`src/hdl/mfkd_pkg.sv`:
```
// Package for the multi-queue FIFO with delete by key.
// Holds sizes, entry and control types, command and status codes and width helpers.
// No dependencies.
package mfkd_pkg;

	// Queue geometry.
	localparam int QUEUE_DEPTH = 16;
	localparam int NUM_QUEUES  = 3;

	// Derived widths: a count holds 0..QUEUE_DEPTH, an index 0..QUEUE_DEPTH-1.
	localparam int CNT_W = $clog2(QUEUE_DEPTH + 1);
	localparam int IDX_W = (QUEUE_DEPTH > 1) ? $clog2(QUEUE_DEPTH) : 1;
	localparam int SEL_W = (NUM_QUEUES > 1) ? $clog2(NUM_QUEUES) : 1;

	// Fixed widths of the result fields.
	localparam int POS_W = 4;
	localparam int OCC_W = 5;

	// One stored entry.
	typedef struct packed {
		logic [63:0] name;
		logic [63:0] reason;
	} entry_t;

	// Per-row control from the sequencer.
	typedef struct packed {
		logic append;
		logic shift;
		logic keep;
	} row_ctl_t;

	typedef enum logic [1:0] {
		CMD_ENQUEUE = 2'd0,
		CMD_SERVE   = 2'd1,
		CMD_REMOVE  = 2'd2,
		CMD_FIND    = 2'd3
	} cmd_t;

	typedef enum logic [1:0] {
		ST_OK        = 2'd0,
		ST_FULL      = 2'd1,
		ST_EMPTY     = 2'd2,
		ST_NOT_FOUND = 2'd3
	} status_t;

	typedef enum logic [1:0] {
		S_IDLE,
		S_DECODE,
		S_ROTATE,
		S_REPORT
	} state_t;

	// Fit a count into the five-bit result fields (masked when wider).
	function automatic logic [OCC_W-1:0] fit_occ(input logic [CNT_W-1:0] v);
		logic [31:0] w;
		w = 32'(v);
		return w[OCC_W-1:0];
	endfunction

	// Fit an entry index into the four-bit position field.
	function automatic logic [POS_W-1:0] fit_pos(input logic [IDX_W-1:0] v);
		logic [31:0] w;
		w = 32'(v);
		return w[POS_W-1:0];
	endfunction

endpackage

```
`src/hdl/mfkd_ctrl.sv`:
```
// Command sequencer: decodes an item, steps the selected row and builds the result.
// Depends on mfkd_pkg.
module mfkd_ctrl
	import mfkd_pkg::*;
(
	input  logic             clk,
	input  logic             arst_n,
	input  logic             start,
	input  logic [1:0]       command,
	input  logic [1:0]       queue_select,
	input  logic [63:0]      name_key,
	input  logic [63:0]      reason_word,
	input  entry_t           heads [NUM_QUEUES],
	input  logic [CNT_W-1:0] counts [NUM_QUEUES],
	output row_ctl_t         row_ctl [NUM_QUEUES],
	output entry_t           din,
	output logic             busy,
	output logic             done,
	output logic [1:0]       status,
	output logic [63:0]      name_out,
	output logic [63:0]      reason_out,
	output logic [3:0]       found_position,
	output logic [4:0]       removed_count,
	output logic [4:0]       occupancy
);

	state_t           state_q, state_d;
	cmd_t             cmd_q;
	logic [SEL_W-1:0] qidx_q;
	logic             qok_q;
	logic [63:0]      key_q;
	logic [63:0]      why_q;
	logic [CNT_W-1:0] n_q;
	logic [IDX_W-1:0] step_q;
	logic             found_q;
	status_t          res_status_q;
	logic [63:0]      res_name_q;
	logic [63:0]      res_reason_q;
	logic [POS_W-1:0] res_pos_q;
	logic [CNT_W-1:0] res_gone_q;

	logic [CNT_W-1:0] cur_cnt;
	entry_t           cur_head;
	logic             hit;
	logic             last_step;
	logic             is_full;
	logic             go_rot;
	status_t          dec_status;

	// Selected row's view.
	assign cur_cnt   = counts[qidx_q];
	assign cur_head  = heads[qidx_q];
	assign hit       = (cur_head.name == key_q);
	assign last_step = ((CNT_W'(step_q) + CNT_W'(1)) == n_q);
	assign is_full   = (cur_cnt >= CNT_W'(QUEUE_DEPTH));
	assign go_rot    = qok_q && (cmd_q != CMD_ENQUEUE) && (cur_cnt != '0);

	// Status decided at decode; a find is upgraded to ok when it hits.
	always_comb begin
		dec_status = ST_OK;
		if (!qok_q) begin
			case (cmd_q)
				CMD_ENQUEUE: dec_status = ST_FULL;
				CMD_REMOVE:  dec_status = ST_OK;
				default:     dec_status = ST_EMPTY;
			endcase
		end else begin
			case (cmd_q)
				CMD_ENQUEUE: dec_status = is_full ? ST_FULL : ST_OK;
				CMD_SERVE:   dec_status = (cur_cnt == '0) ? ST_EMPTY : ST_OK;
				CMD_FIND:    dec_status = (cur_cnt == '0) ? ST_EMPTY : ST_NOT_FOUND;
				default:     dec_status = ST_OK;
			endcase
		end
	end

	// State register.
	always_ff @(posedge clk or negedge arst_n) begin
		if (!arst_n) begin
			state_q <= S_IDLE;
		end else begin
			state_q <= state_d;
		end
	end

	// Next state.
	always_comb begin
		state_d = state_q;
		case (state_q)
			S_IDLE:   if (start) state_d = S_DECODE;
			S_DECODE: state_d = go_rot ? S_ROTATE : S_REPORT;
			S_ROTATE: if (last_step) state_d = S_REPORT;
			S_REPORT: state_d = S_IDLE;
			default:  state_d = S_IDLE;
		endcase
	end

	// Row controls and handshake outputs.
	always_comb begin
		for (int q = 0; q < NUM_QUEUES; q++) begin
			row_ctl[q] = '0;
			if (qok_q && (qidx_q == SEL_W'(q))) begin
				row_ctl[q].append = (state_q == S_DECODE) && (cmd_q == CMD_ENQUEUE) &&
					!is_full;
				row_ctl[q].shift  = (state_q == S_ROTATE);
				row_ctl[q].keep   = (cmd_q == CMD_FIND) || ((cmd_q == CMD_REMOVE) && !hit);
			end
		end
		busy = (state_q != S_IDLE);
		done = (state_q == S_REPORT);
	end

	assign din.name   = key_q;
	assign din.reason = why_q;

	// Item capture and result accumulation.
	always_ff @(posedge clk) begin
		case (state_q)
			S_IDLE: begin
				if (start) begin
					cmd_q  <= cmd_t'(command);
					qidx_q <= SEL_W'(queue_select);
					qok_q  <= (32'(queue_select) < NUM_QUEUES);
					key_q  <= name_key;
					why_q  <= reason_word;
				end
			end
			S_DECODE: begin
				step_q       <= '0;
				n_q          <= (cmd_q == CMD_SERVE) ? CNT_W'(1) : cur_cnt;
				found_q      <= 1'b0;
				res_status_q <= dec_status;
				res_name_q   <= '0;
				res_reason_q <= '0;
				res_pos_q    <= '0;
				res_gone_q   <= '0;
			end
			S_ROTATE: begin
				step_q <= step_q + IDX_W'(1);
				case (cmd_q)
					CMD_SERVE: begin
						res_name_q   <= cur_head.name;
						res_reason_q <= cur_head.reason;
					end
					CMD_REMOVE: begin
						if (hit) res_gone_q <= res_gone_q + CNT_W'(1);
					end
					CMD_FIND: begin
						if (hit && !found_q) begin
							found_q      <= 1'b1;
							res_status_q <= ST_OK;
							res_name_q   <= cur_head.name;
							res_reason_q <= cur_head.reason;
							res_pos_q    <= fit_pos(step_q);
						end
					end
					default: ;
				endcase
			end
			default: ;
		endcase
	end

	// Result fields; occupancy reads the row count after the command.
	assign status         = res_status_q;
	assign name_out       = res_name_q;
	assign reason_out     = res_reason_q;
	assign found_position = res_pos_q;
	assign removed_count  = fit_occ(res_gone_q);
	assign occupancy      = qok_q ? fit_occ(cur_cnt) : '0;

endmodule

```
`config.mk`:
```
export PLATFORM = sky130hd
export DESIGN_NAME = mfkd_ctrl
export DESIGN_NICKNAME = d
export VERILOG_FILES = /design/src/hdl/mfkd_pkg.sv /design/src/hdl/mfkd_ctrl.sv
export SDC_FILE = /design/constraint.sdc
export NUM_CORES = 1
export LEC_CHECK = 0
export ABC_AREA = 1
export BUFFER_PORTS_ARGS = -buffer_cell sky130_fd_sc_hd__clkbuf_2
export CELL_PAD_IN_SITES_DETAIL_PLACEMENT = 1
export CELL_PAD_IN_SITES_GLOBAL_PLACEMENT = 1
export CORE_AREA = 2 2 322 324
export CTS_BUF_LIST = sky130_fd_sc_hd__clkbuf_16
export DETAILED_ROUTE_END_ITERATION = 10
export DIE_AREA = 0 0 324 326
export GPL_TIMING_DRIVEN = 0
export PLACE_DENSITY = 0.52
export SLEW_MARGIN = 25
export SYNTH_ARGS = -nofsm -noshare
export SYNTH_HDL_FRONTEND = slang
export SYNTH_SLANG_ARGS = --single-unit
```
`constraint.sdc`:
```
create_clock -name clk -period 19.61 [get_ports clk]
set_input_delay 3.922 -clock clk [delete_from_list [all_inputs] [get_ports clk]]
set_output_delay 3.922 -clock clk [all_outputs]
set_load 0.02 [all_outputs]
```
# [Word-level counts from Yosys, hierarchy flattened]
# Cells that the tools add are included.
[totals] register_bits=284 output_inout_bits=283 wordCells=104
[op_classes] addsub=3 order_cmp=3 n_eq_ne=18 muxes=39 n_bitwise=1 reduce_logical=26
[op_table] cell="$pmux W64 S2" n=4
[op_table] cell="$bmux W128 S2" n=1
[op_table] cell="$mux W128" n=2
[op_table] cell="$mux W64" n=2
[op_table] cell="$eq A64 B64 Y1" n=1
[op_table] cell="$mux W5" n=5
[op_table] cell="$pmux W4 S2" n=2
[op_table] cell="$mux W2" n=6
[op_table] cell="$bmux W5 S2" n=1
[op_table] cell="$eq A2 B2 Y1 const B" n=5
[op_table] cell="$pmux W5 S2" n=1
[op_table] cell="$logic_and A1 B1 Y1" n=9
[op_table] cell="$mux W3" n=3
[op_table] cell="$reduce_and A3 Y1" n=3
[op_table] cell="$mux W4" n=2
[op_table] cell="$pmux W2 S2" n=2
[op_table] cell="$pmux W2 S4" n=1
[op_table] cell="$eq A2 B1 Y1 const B" n=3
[op_table] cell="$logic_not A2 Y1" n=3
[op_table] cell="$ne A2 B1 Y1 const B" n=3
[op_table] cell="$ne A2 B2 Y1 const B" n=3
[op_table] cell="$pmux W2 S3" n=1
[op_table] cell="$reduce_bool A2 Y1" n=3
[op_table] cell="$add A4 B1 Y5 const B" n=1
[op_table] cell="16 further kinds" n=23

# [Longest topological paths before layout]
# Gate-level depths: netlist (run 1).
[logic_depth] word_depth=9 mapped_depth=17

# [Worst setup path after synthesis (run 1)]
# Ideal clock, no wire load.
[synth_timing] kind="input-to-reg" startpoint="in heads[85] (netlist name)" endpoint="reg res_name_q[0] (netlist: name_out[0]) (enable)" setup_ps=658 arrival_time_ps=10863 required_ps=18952 path_slack_ps=8089 cell_stages=11 path_buffers=0 path_cell_list="nand3_1 > nand3_1 > nand2_1 > nand2_1 > nor2_1 > nand2_1 > nor2_1 > nand2_1 > nor2_1 > nand3_1 > a21oi_1"
[synth_via] elab_chain_len=7
[synth_lines] item="from (decl)" line="mfkd_ctrl.sv:13" source="input entry_t heads [NUM_QUEUES],"
[synth_lines] item="$bmux W128 S2" line="mfkd_ctrl.sv:52" source="assign cur_head = heads[qidx_q];"
[synth_lines] item="$mux W128 (implied by the code) (2 in series)" line="mfkd_ctrl.sv:52"
[synth_lines] item="$eq A64 B64 Y1" line="mfkd_ctrl.sv:53" source="assign hit = (cur_head.name == key_q);"
[synth_lines] item="$logic_and A1 B1 Y1" line="mfkd_ctrl.sv:149" source="if (hit && !found_q) begin"
[synth_lines] item="$ne A3 B2 Y1 (no line)"
[synth_lines] item="$reduce_and A3 Y1 (no line)"
[synth_lines] item="to (signal assigned)" line="mfkd_ctrl.sv:142" source="res_name_q <= cur_head.name;"
[synth_lines] item="to (signal assigned)" line="mfkd_ctrl.sv:152" source="res_name_q <= cur_head.name;"
[synth_lines] item="to (decl)" line="mfkd_ctrl.sv:37" source="logic [63:0] res_name_q;"
# Every way passes these cells. The select of a mux whose other input is x is not followed.
# A chain may end at the register's enable or synchronous reset.

==> results of run 1 <==
==> placed cells by master, fill, tap and decap left out, types with 3 or more instances in the layout <==
| cell | synthesis | final |
|---|---|---|
| sky130_fd_sc_hd__clkbuf_1 | 26 | 22 |
| sky130_fd_sc_hd__buf_1 | 8 | 8 |
| sky130_fd_sc_hd__inv_1 | 221 | 228 |
| sky130_fd_sc_hd__o21ai_0 | 6 | 6 |
| sky130_fd_sc_hd__buf_16 | 0 | 9 |
| sky130_fd_sc_hd__edfxtp_1 | 282 | 282 |
| sky130_fd_sc_hd__buf_6 | 3 | 3 |
| sky130_fd_sc_hd__nand3_1 | 214 | 214 |
| sky130_fd_sc_hd__nand4_1 | 63 | 63 |
| sky130_fd_sc_hd__ha_1 | 7 | 7 |
| sky130_fd_sc_hd__buf_2 | 25 | 25 |
| sky130_fd_sc_hd__a21oi_1 | 5 | 4 |
| sky130_fd_sc_hd__nor2_1 | 65 | 65 |
| sky130_fd_sc_hd__xor2_1 | 4 | 4 |
| sky130_fd_sc_hd__buf_4 | 6 | 6 |
| sky130_fd_sc_hd__clkbuf_16 | 0 | 41 |
| sky130_fd_sc_hd__clkinv_1 | 0 | 5 |
| sky130_fd_sc_hd__clkbuf_2 | 0 | 820 |
| sky130_fd_sc_hd__nand2_1 | 637 | 637 |
| sky130_fd_sc_hd__bufinv_16 | 0 | 6 |
| sky130_fd_sc_hd__diode_2 | 0 | 6 |
| sky130_fd_sc_hd__nor2_4 | 3 | 3 |
| sky130_fd_sc_hd__clkinv_2 | 0 | 7 |
==> power by group through the flow <==
| stage | registers, uW | clock network, uW | logic, uW |
|---|---|---|---|
| finish | 1070 | 779 | 1310 |
| global route | 1090 | 832 | 1440 |
| CTS | 1080 | 813 | 1370 |
| detailed placement | 1090 | 0 | 1370 |
| global placement | 1210 | 0 | 1240 |
| floorplan | 1360 | 0 | 393 |
==> routing by layer <==
metal	track usage	routed length (um)	part of all wire
met1	0.1693	32520	0.38
met2	0.2786	42410	0.50
met3	0.05110	7284	0.086
met4	0.05213	2535	0.030
met5	0	75	0.00088
==> path summary, 6_finish.rpt <==
path                                          end  slack, ps
worst min register to register  found_position[3]        600
worst max register to register       name_out[24]      15030
worst min-delay path            found_position[3]        600
worst max-delay path                   row_ctl[0]       9310
max in group asynchronous              state_q[0]      16420
min in group asynchronous              state_q[1]       3090
==> cell type report <==
cell class / instances / area [um^2]
timing repair buffer: 826 / 4347
clock inverter: 33 / 362.8
buffer: 68 / 336.6
sequential: 284 / 8518
antenna: 6 / 15.01
fill: 12425 / 81030
clock buffer: 41 / 1026
tap: 1380 / 1727
inverter: 223 / 849.6
multi-input combinational: 1015 / 4402
==> metrics by stage <==
stage                     setup WS (ps)  hold WS [ps]  utilization
final                              9307         596.4       0.2103
after global routing               8997         629.2       0.2103
after CTS                          9103         601.3       0.2102
after detailed placement           9107         589.2       0.1967
after global placement             1144         569.6       0.1939
after floorplan                    8089         531.8            -
==> cell families after synthesis <==
group / after synthesis / share of synthesized area
buffers and inverters: 291 / 0.08334
adders and majority gates: 7 / 0.006219
AOI/OAI and AO/OA: 18 / 0.007374
xor gates and xnor gates: 6 / 0.003732
and+or+nand+nor: 984 / 0.2944
DFF: 284 / 0.6049
==> worst register-to-register path: stages, from the launching register on <==
cell and delay, ps:
sky130_fd_sc_hd__edfxtp_1 370, sky130_fd_sc_hd__buf_6 160, sky130_fd_sc_hd__nor2_4 310, sky130_fd_sc_hd__buf_2 480
sky130_fd_sc_hd__nand2_1 150, sky130_fd_sc_hd__nand4_1 120, sky130_fd_sc_hd__nand2_1 120, sky130_fd_sc_hd__nor2_1 400
sky130_fd_sc_hd__nand2_1 90, sky130_fd_sc_hd__nor2_1 110, sky130_fd_sc_hd__nand2_1 90, sky130_fd_sc_hd__nor2_1 360
sky130_fd_sc_hd__nand3_1 240, sky130_fd_sc_hd__a21oi_4 450, sky130_fd_sc_hd__buf_16 220, sky130_fd_sc_hd__buf_16 180
sky130_fd_sc_hd__buf_16 190, sky130_fd_sc_hd__buf_16 190
==> sequential cells by signal (all words and copies together), names as in the netlist <==
| name | count |
|---|---|
| key_q | 64 |
| qok_q | 1 |
| n_q | 5 |
| name_out | 64 |
| status | 2 |
| step_q | 4 |
| reason_out | 64 |
| found_position | 4 |
| found_q | 1 |
| removed_count | 5 |
| cmd_q | 2 |
| qidx_q | 2 |
| state_q | 2 |
| why_q | 64 |
==> summary.log, run 1 <==
INFO  die            fp.dieArea=0.1056mm^2
INFO  placement      cell_area_after_placement=0.02018mm^2
INFO  sta            rsz0062_at_grt=false
INFO  drt            num_vias=14,461
INFO  clock_tree     numClockSinks=284
INFO  drt            total_length_of_routed_wires=84,830um
INFO  power_and_ir_drop power.clock.fraction=0.247
INFO  die            core=0.1026mm^2
INFO  placement      hpwl=71,140um
INFO  clock_tree     clk-insertion-delay-late=610ps
INFO  synth          synth_seq_cells=284
INFO  synth          synth_async_sr_flop_share=0.007042
INFO  worst_setup_path reg2regPathDepth=17
INFO  synth          synth_top_flop_cell=sky130_fd_sc_hd__edfxtp_1
INFO  global_route   vias_in_the_first_global_route=15,422
INFO  sta            timing.slew.headroom=0.4185
INFO  synth          netlist.area_leader.share=0.6013
INFO  clock_tree     tritoncts.num_buffers=41
INFO  die            num_io_pins=817
INFO  worst_setup_path largest_incremental_delay_on_the_critical_path=490ps
INFO  die            die-width=324um
INFO  synth          synthTopCellsByArea=sky130_fd_sc_hd__edfxtp_1, sky130_fd_sc_hd__nand2_1, sky130_fd_sc_hd__nand3_1
INFO  sta            finalMaxSlewViolations=0
INFO  worst_setup_path worstPathArrival=6380ps
INFO  synth          netlist.top_cell.by_area=sky130_fd_sc_hd__edfxtp_1
INFO  sta            timing.final.hold_violations=0
INFO  clock_tree     root_buffer=sky130_fd_sc_hd__clkbuf_16
INFO  synth          synth_warn=0
INFO  synth          syn_area=0.01408mm^2
INFO  power_and_ir_drop power.switching_fraction=0.4247
INFO  global_route   grt_util_all_layers=0.1550
INFO  global_route   overflow=0
INFO  synth          synth_most_common_cell=sky130_fd_sc_hd__nand2_1
INFO  worst_hold_path holdPathStages=2
INFO  drt            remaining_drc_errors=0
INFO  die            fp.dieH=326um
INFO  global_route   grt_first_pass_wirelength=114,000um
INFO  placement      finalWeightedCongestion=0.7969
INFO  worst_setup_path cp-end-kind=output pin
INFO  clock_tree     cts_tree=yes
INFO  worst_setup_path cp_slowest_cell=sky130_fd_sc_hd__nand3_1
INFO  placement      numPortBuffers=816
INFO  worst_setup_path worstSetupStartpoint=heads[254]
INFO  power_and_ir_drop report.power.total=3161uW
INFO  drt            drtPass1Iterations=5
INFO  sta            setup_viol_count_final=0
INFO  synth          synthesis.instances=1,590
INFO  synth          synth.net_count=2,131
INFO  drt            drt-vias-per-instance=3.731
INFO  sta            worst_max_slew_pin_slew=872.3ps
INFO  drt            dr.first_iter.drc_count=581
INFO  synth          synth_enable_flop_cells=282
INFO  worst_setup_path critical_path_class=in2out
INFO  worst_setup_path startpoint_type=primary input
INFO  global_route   grt_start_max_net_pins=94
INFO  worst_setup_path path_cells=clkbuf_2, nand2_1, nand3_1, nand2_1, nand2_1, nor2_1, nand2_1, nor2_1, nand2_1, nor2_1, nand3_1, nand2_1, nor2_1, clkbuf_2
INFO  clock_tree     cts-hold-fix-buffers=0
INFO  layout         area_growth_syn_to_layout=53.27%
INFO  flow_run       drv_cap=0
INFO  worst_hold_path min-delay-start=step_q[3]
INFO  power_and_ir_drop seqPwrFrac=0.338
INFO  global_route   antenna_found_initial=16
INFO  worst_hold_path hold_crit_class=reg2reg
INFO  worst_setup_path cp_num_buf_inv=2
INFO  layout         postLayoutCellArea=0.02158mm^2
INFO  outcome        outcome=completed
INFO  worst_setup_path critPathRequiredTime=15,690ps
INFO  clock_tree     path_clk_slew=50ps
INFO  power_and_ir_drop p_int=1818uW
INFO  worst_setup_path timing.critical_path.mode_cell=sky130_fd_sc_hd__nand2_1
INFO  clock_tree     clockBufferDepth=3
INFO  clock_tree     ctsHtreeMaxLevel=2
INFO  layout         finalNetCount=3,000
INFO  layout         final_layout_size_suffix_gt1_frac=0.3743
INFO  worst_setup_path critical_path.reg2reg.startpoint=qidx_q[1]
INFO  synth          share_of_synthesized_area_occupied_by_flip_flops_and_latches=0.6049
INFO  die            rows=118
INFO  synth          post_synth.cell_area_avg=8.857um^2
INFO  worst_setup_path cp_max_fo=3
INFO  power_and_ir_drop combinationalPowerShare=0.415
INFO  synth          synth_cell_types=25
INFO  sta            fin_setup_tns=0ps
INFO  worst_setup_path worst_path_dominant_cell_family=simple AND/OR/NAND/NOR gates
INFO  power_and_ir_drop static-leakage-power=0.01099uW
INFO  worst_setup_path path_depth=14
INFO  drt            detail-route-antenna-nets=0
INFO  synth          synth.top_cells.by_count=sky130_fd_sc_hd__nand2_1, sky130_fd_sc_hd__edfxtp_1, sky130_fd_sc_hd__inv_1
INFO  drt            detail_route.wl_per_cell=21.89um
INFO  sta            max_clock_freq=97.06MHz
INFO  power_and_ir_drop ir_drop=0.1005mV
INFO  power_and_ir_drop power.net_switching=1342uW
INFO  layout         finalNonFillerCells=3,876
INFO  die            effective_utilization_at_floorplan=0.1372
INFO  sta            finalWorstPathRequiredPeriod=10,300ps
INFO  sta            final_min_period_over_clock_period=0.5254
INFO  power_and_ir_drop powerDensity=146.4mW/mm^2
INFO  clock_tree     post_cts_buffers=0
INFO  clock_tree     total_of_cells_resized_after_clock_tree_synthesis=0
INFO  sta            timing.clock.skew=28.06ps
INFO  placement      place.detailed.instances=3,796
Note: power is estimated with default switching activity, not from simulation.
==> inputs of run 2 (changes only) <==
- ABC_AREA: 1 -> 0
- PLACE_DENSITY: 0.52 -> 0.55
- clock period: 19.61 -> 8.65 ns (I/O delays scaled with it)
==> summary.log, run 2 <==
INFO  drt            remaining_drc_errors=0
INFO  synth          synth_async_sr_flop_share=0.007042
INFO  layout         post-route-util=0.2293
INFO  sta            setup_viol_count_final=0
INFO  synth          synth.net_count=1,915
INFO  clock_tree     root_buffer=sky130_fd_sc_hd__clkbuf_16
INFO  flow_run       drv_cap=0
INFO  placement      hpwl=82,890um
INFO  synth          synthTopCellsByArea=sky130_fd_sc_hd__edfxtp_1, sky130_fd_sc_hd__nor2_1, sky130_fd_sc_hd__nor2b_1
INFO  synth          post_synth.cell_area_avg=11.55um^2
INFO  placement      numPortBuffers=816
INFO  drt            num_vias=15,660
INFO  die            num_io_pins=817
INFO  synth          synth_warn=0
INFO  drt            detail_route.wl_per_cell=28.13um
INFO  clock_tree     cts-hold-fix-buffers=0
INFO  synth          syn_area=0.01587mm^2
INFO  synth          synth_top_flop_cell=sky130_fd_sc_hd__edfxtp_1
INFO  worst_setup_path critPathRequiredTime=6920ps
INFO  global_route   grt_start_max_net_pins=50
INFO  global_route   vias_in_the_first_global_route=16,410
INFO  worst_setup_path cp_max_fo=6
INFO  synth          synth_seq_cells=284
INFO  die            core=0.1026mm^2
INFO  layout         highest_count_cells_in_the_layout_ignoring_fill_and_taps=sky130_fd_sc_hd__clkbuf_2, sky130_fd_sc_hd__edfxtp_1, sky130_fd_sc_hd__nor2_1
INFO  worst_setup_path worstPathArrival=4590ps
INFO  drt            dr.first_iter.drc_count=864
INFO  drt            detail-route-antenna-nets=0
INFO  global_route   grt_first_pass_wirelength=136,000um
INFO  sta            finalWorstPathRequiredPeriod=6324ps
INFO  power_and_ir_drop static-leakage-power=0.01003uW
INFO  sta            final_min_period_over_clock_period=0.7310
INFO  clock_tree     cts_tree=yes
INFO  worst_hold_path min-delay-start=step_q[1]
INFO  die            effective_utilization_at_floorplan=0.1547
INFO  die            die-width=324um
INFO  layout         commonest_non_fill_non_tap_cell_in_the_layout=sky130_fd_sc_hd__clkbuf_2
INFO  clock_tree     path_clk_slew=50ps
INFO  clock_tree     ctsHtreeMaxLevel=2
INFO  global_route   antenna_found_initial=32
INFO  die            fp.dieArea=0.1056mm^2
INFO  layout         area_growth_syn_to_layout=48.23%
INFO  global_route   overflow=0
INFO  synth          synth_enable_flop_cells=282
INFO  sta            finalMaxSlewViolations=0
INFO  drt            dr_wl_met2=52,930um
INFO  synth          synth.top_cells.by_count=sky130_fd_sc_hd__edfxtp_1, sky130_fd_sc_hd__nor2_1, sky130_fd_sc_hd__nor2b_1
INFO  placement      finalWeightedCongestion=0.7981
INFO  worst_setup_path startpoint_type=primary input
INFO  sta            timing.final.hold_violations=0
INFO  worst_hold_path hold_crit_class=reg2reg
INFO  clock_tree     clockBufferDepth=3
INFO  sta            rsz0062_at_grt=false
INFO  synth          netlist.area_leader.share=0.5336
INFO  worst_setup_path worstSetupStartpoint=heads[355]
INFO  drt            met1Wirelength=39,640um
INFO  worst_setup_path cp-end-kind=output pin
INFO  sta            finalWorstSetupSlack=2326ps
INFO  sta            max_clock_freq=158.1MHz
INFO  drt            highest_layer=met5
INFO  drt            drtPass1Iterations=5
INFO  synth          synth_cell_types=49
INFO  clock_tree     tritoncts.num_buffers=42
INFO  outcome        outcome=completed
INFO  die            fp.dieH=326um
INFO  clock_tree     post_cts_buffers=0
INFO  layout         final_layout_size_suffix_gt1_frac=0.4611
INFO  worst_setup_path critical_path.reg2reg.startpoint=qidx_q[1]
INFO  sta            timing.clock.skew=32.17ps
INFO  placement      dpl_worst_slack=2299ps
INFO  drt            total_length_of_routed_wires=103,700um
INFO  synth          synthesis.instances=1,374
INFO  worst_setup_path critical_path_class=in2out
INFO  synth          share_of_synthesized_area_occupied_by_flip_flops_and_latches=0.5367
INFO  clock_tree     total_of_cells_resized_after_clock_tree_synthesis=0
INFO  die            rows=118
INFO  global_route   grt_util_all_layers=0.1893
INFO  drt            route.met3.wl=8156um
INFO  synth          netlist.top_cell.by_area=sky130_fd_sc_hd__edfxtp_1
INFO  sta            timing.slew.headroom=0.2806
INFO  drt            drt-vias-per-instance=4.250
INFO  synth          synth_most_common_cell=sky130_fd_sc_hd__edfxtp_1
INFO  clock_tree     clk-insertion-delay-late=610ps
INFO  clock_tree     numClockSinks=284
INFO  power_and_ir_drop powerDensity=319.8mW/mm^2
INFO  layout         finalNetCount=2,795
INFO  sta            worst_max_slew_pin_slew=1079ps
INFO  power_and_ir_drop ir_drop=0.1632mV
[run 2: cell types whose count changed after synthesis, moves of 66 or more]
| cell | change |
|---|---|
| sky130_fd_sc_hd__nand3_1 | -209 |
| sky130_fd_sc_hd__nor2b_1 | +128 |
| sky130_fd_sc_hd__inv_1 | -215 |
| sky130_fd_sc_hd__mux2i_1 | +69 |
| sky130_fd_sc_hd__nor2_1 | +152 |
| sky130_fd_sc_hd__nand2_1 | -631 |
| sky130_fd_sc_hd__nand2b_1 | +66 |
[run 2: kinds of logic (layout without fill, tap and decap cells)]
group,after synthesis,count (layout),synth area share
and+or+nand+nor,584,584,0.2118
other,0,17,0
xor gates and xnor gates,8,8,0.004415
adders and majority gates,7,7,0.005519
AOI/OAI and AO/OA,247,247,0.1149
DFF,284,284,0.5367
buffers and inverters,111,1025,0.03429
muxes,133,133,0.09224
[run 2: per-stage QoR]
step	instances	setup TNS (ps)	power, uW	hold WS (ps)	instance area [um^2]
2_1_floorplan	1374	0	4090	553.2	15880
3_3_place_gp	3570	-284080	5713	596.7	21690
3_5_place_dp	3590	0	5801	601.7	22050
4_1_cts	3668	0	7682	612.5	23470
5_1_grt	3675	0	7897	636.8	23500
6_report	3685	0	7523	602.4	23520
[run 2: cell type report]
class                      count  area, um^2
sequential                   284        8518
fill                       11973       79090
multi-input combinational    979        6835
clock buffer                  42        1051
tap                         1380        1727
timing repair buffer         836        4407
buffer                       104       554.3
clock inverter                36       362.8
antenna                       17       42.54
inverter                       7       26.28
[run 2: layer usage]
layer  global-route usage  vias to the layer above
met5                    0                        -
met4              0.05777                       20
met3              0.05471                      119
met2               0.3416                      715
met1               0.2129                     7793
li1                     -                     7013
[run 2: power by group]
part	total [uW]	leakage [uW]	switching [uW]	internal (uW)
sequential	2440	0.00275	219	2220
combinational	3240	0.00658	2260	985
clock	1840	0.000708	761	1070
total	7520	0.0100	3240	4280
[run 2: path summary, 6_finish.rpt]
check,to,slack [ps],depth (start not counted)
setup / recovery,row_ctl[6],2330,8
hold / removal,found_position[1],600,1
setup reg to reg,reason_out[39],3450,14
hold reg to reg,found_position[1],600,1
max in group asynchronous,state_q[0],7630,1
min in group asynchronous,state_q[1],920,1
[run 2: worst max-delay path: stages]
cell	delay [ps]
sky130_fd_sc_hd__clkbuf_2	90
sky130_fd_sc_hd__mux2_2	290
sky130_fd_sc_hd__nor3_1	640
sky130_fd_sc_hd__o22ai_1	270
sky130_fd_sc_hd__nor4_2	440
sky130_fd_sc_hd__nand4_2	450
sky130_fd_sc_hd__o311a_1	510
sky130_fd_sc_hd__clkbuf_2	170
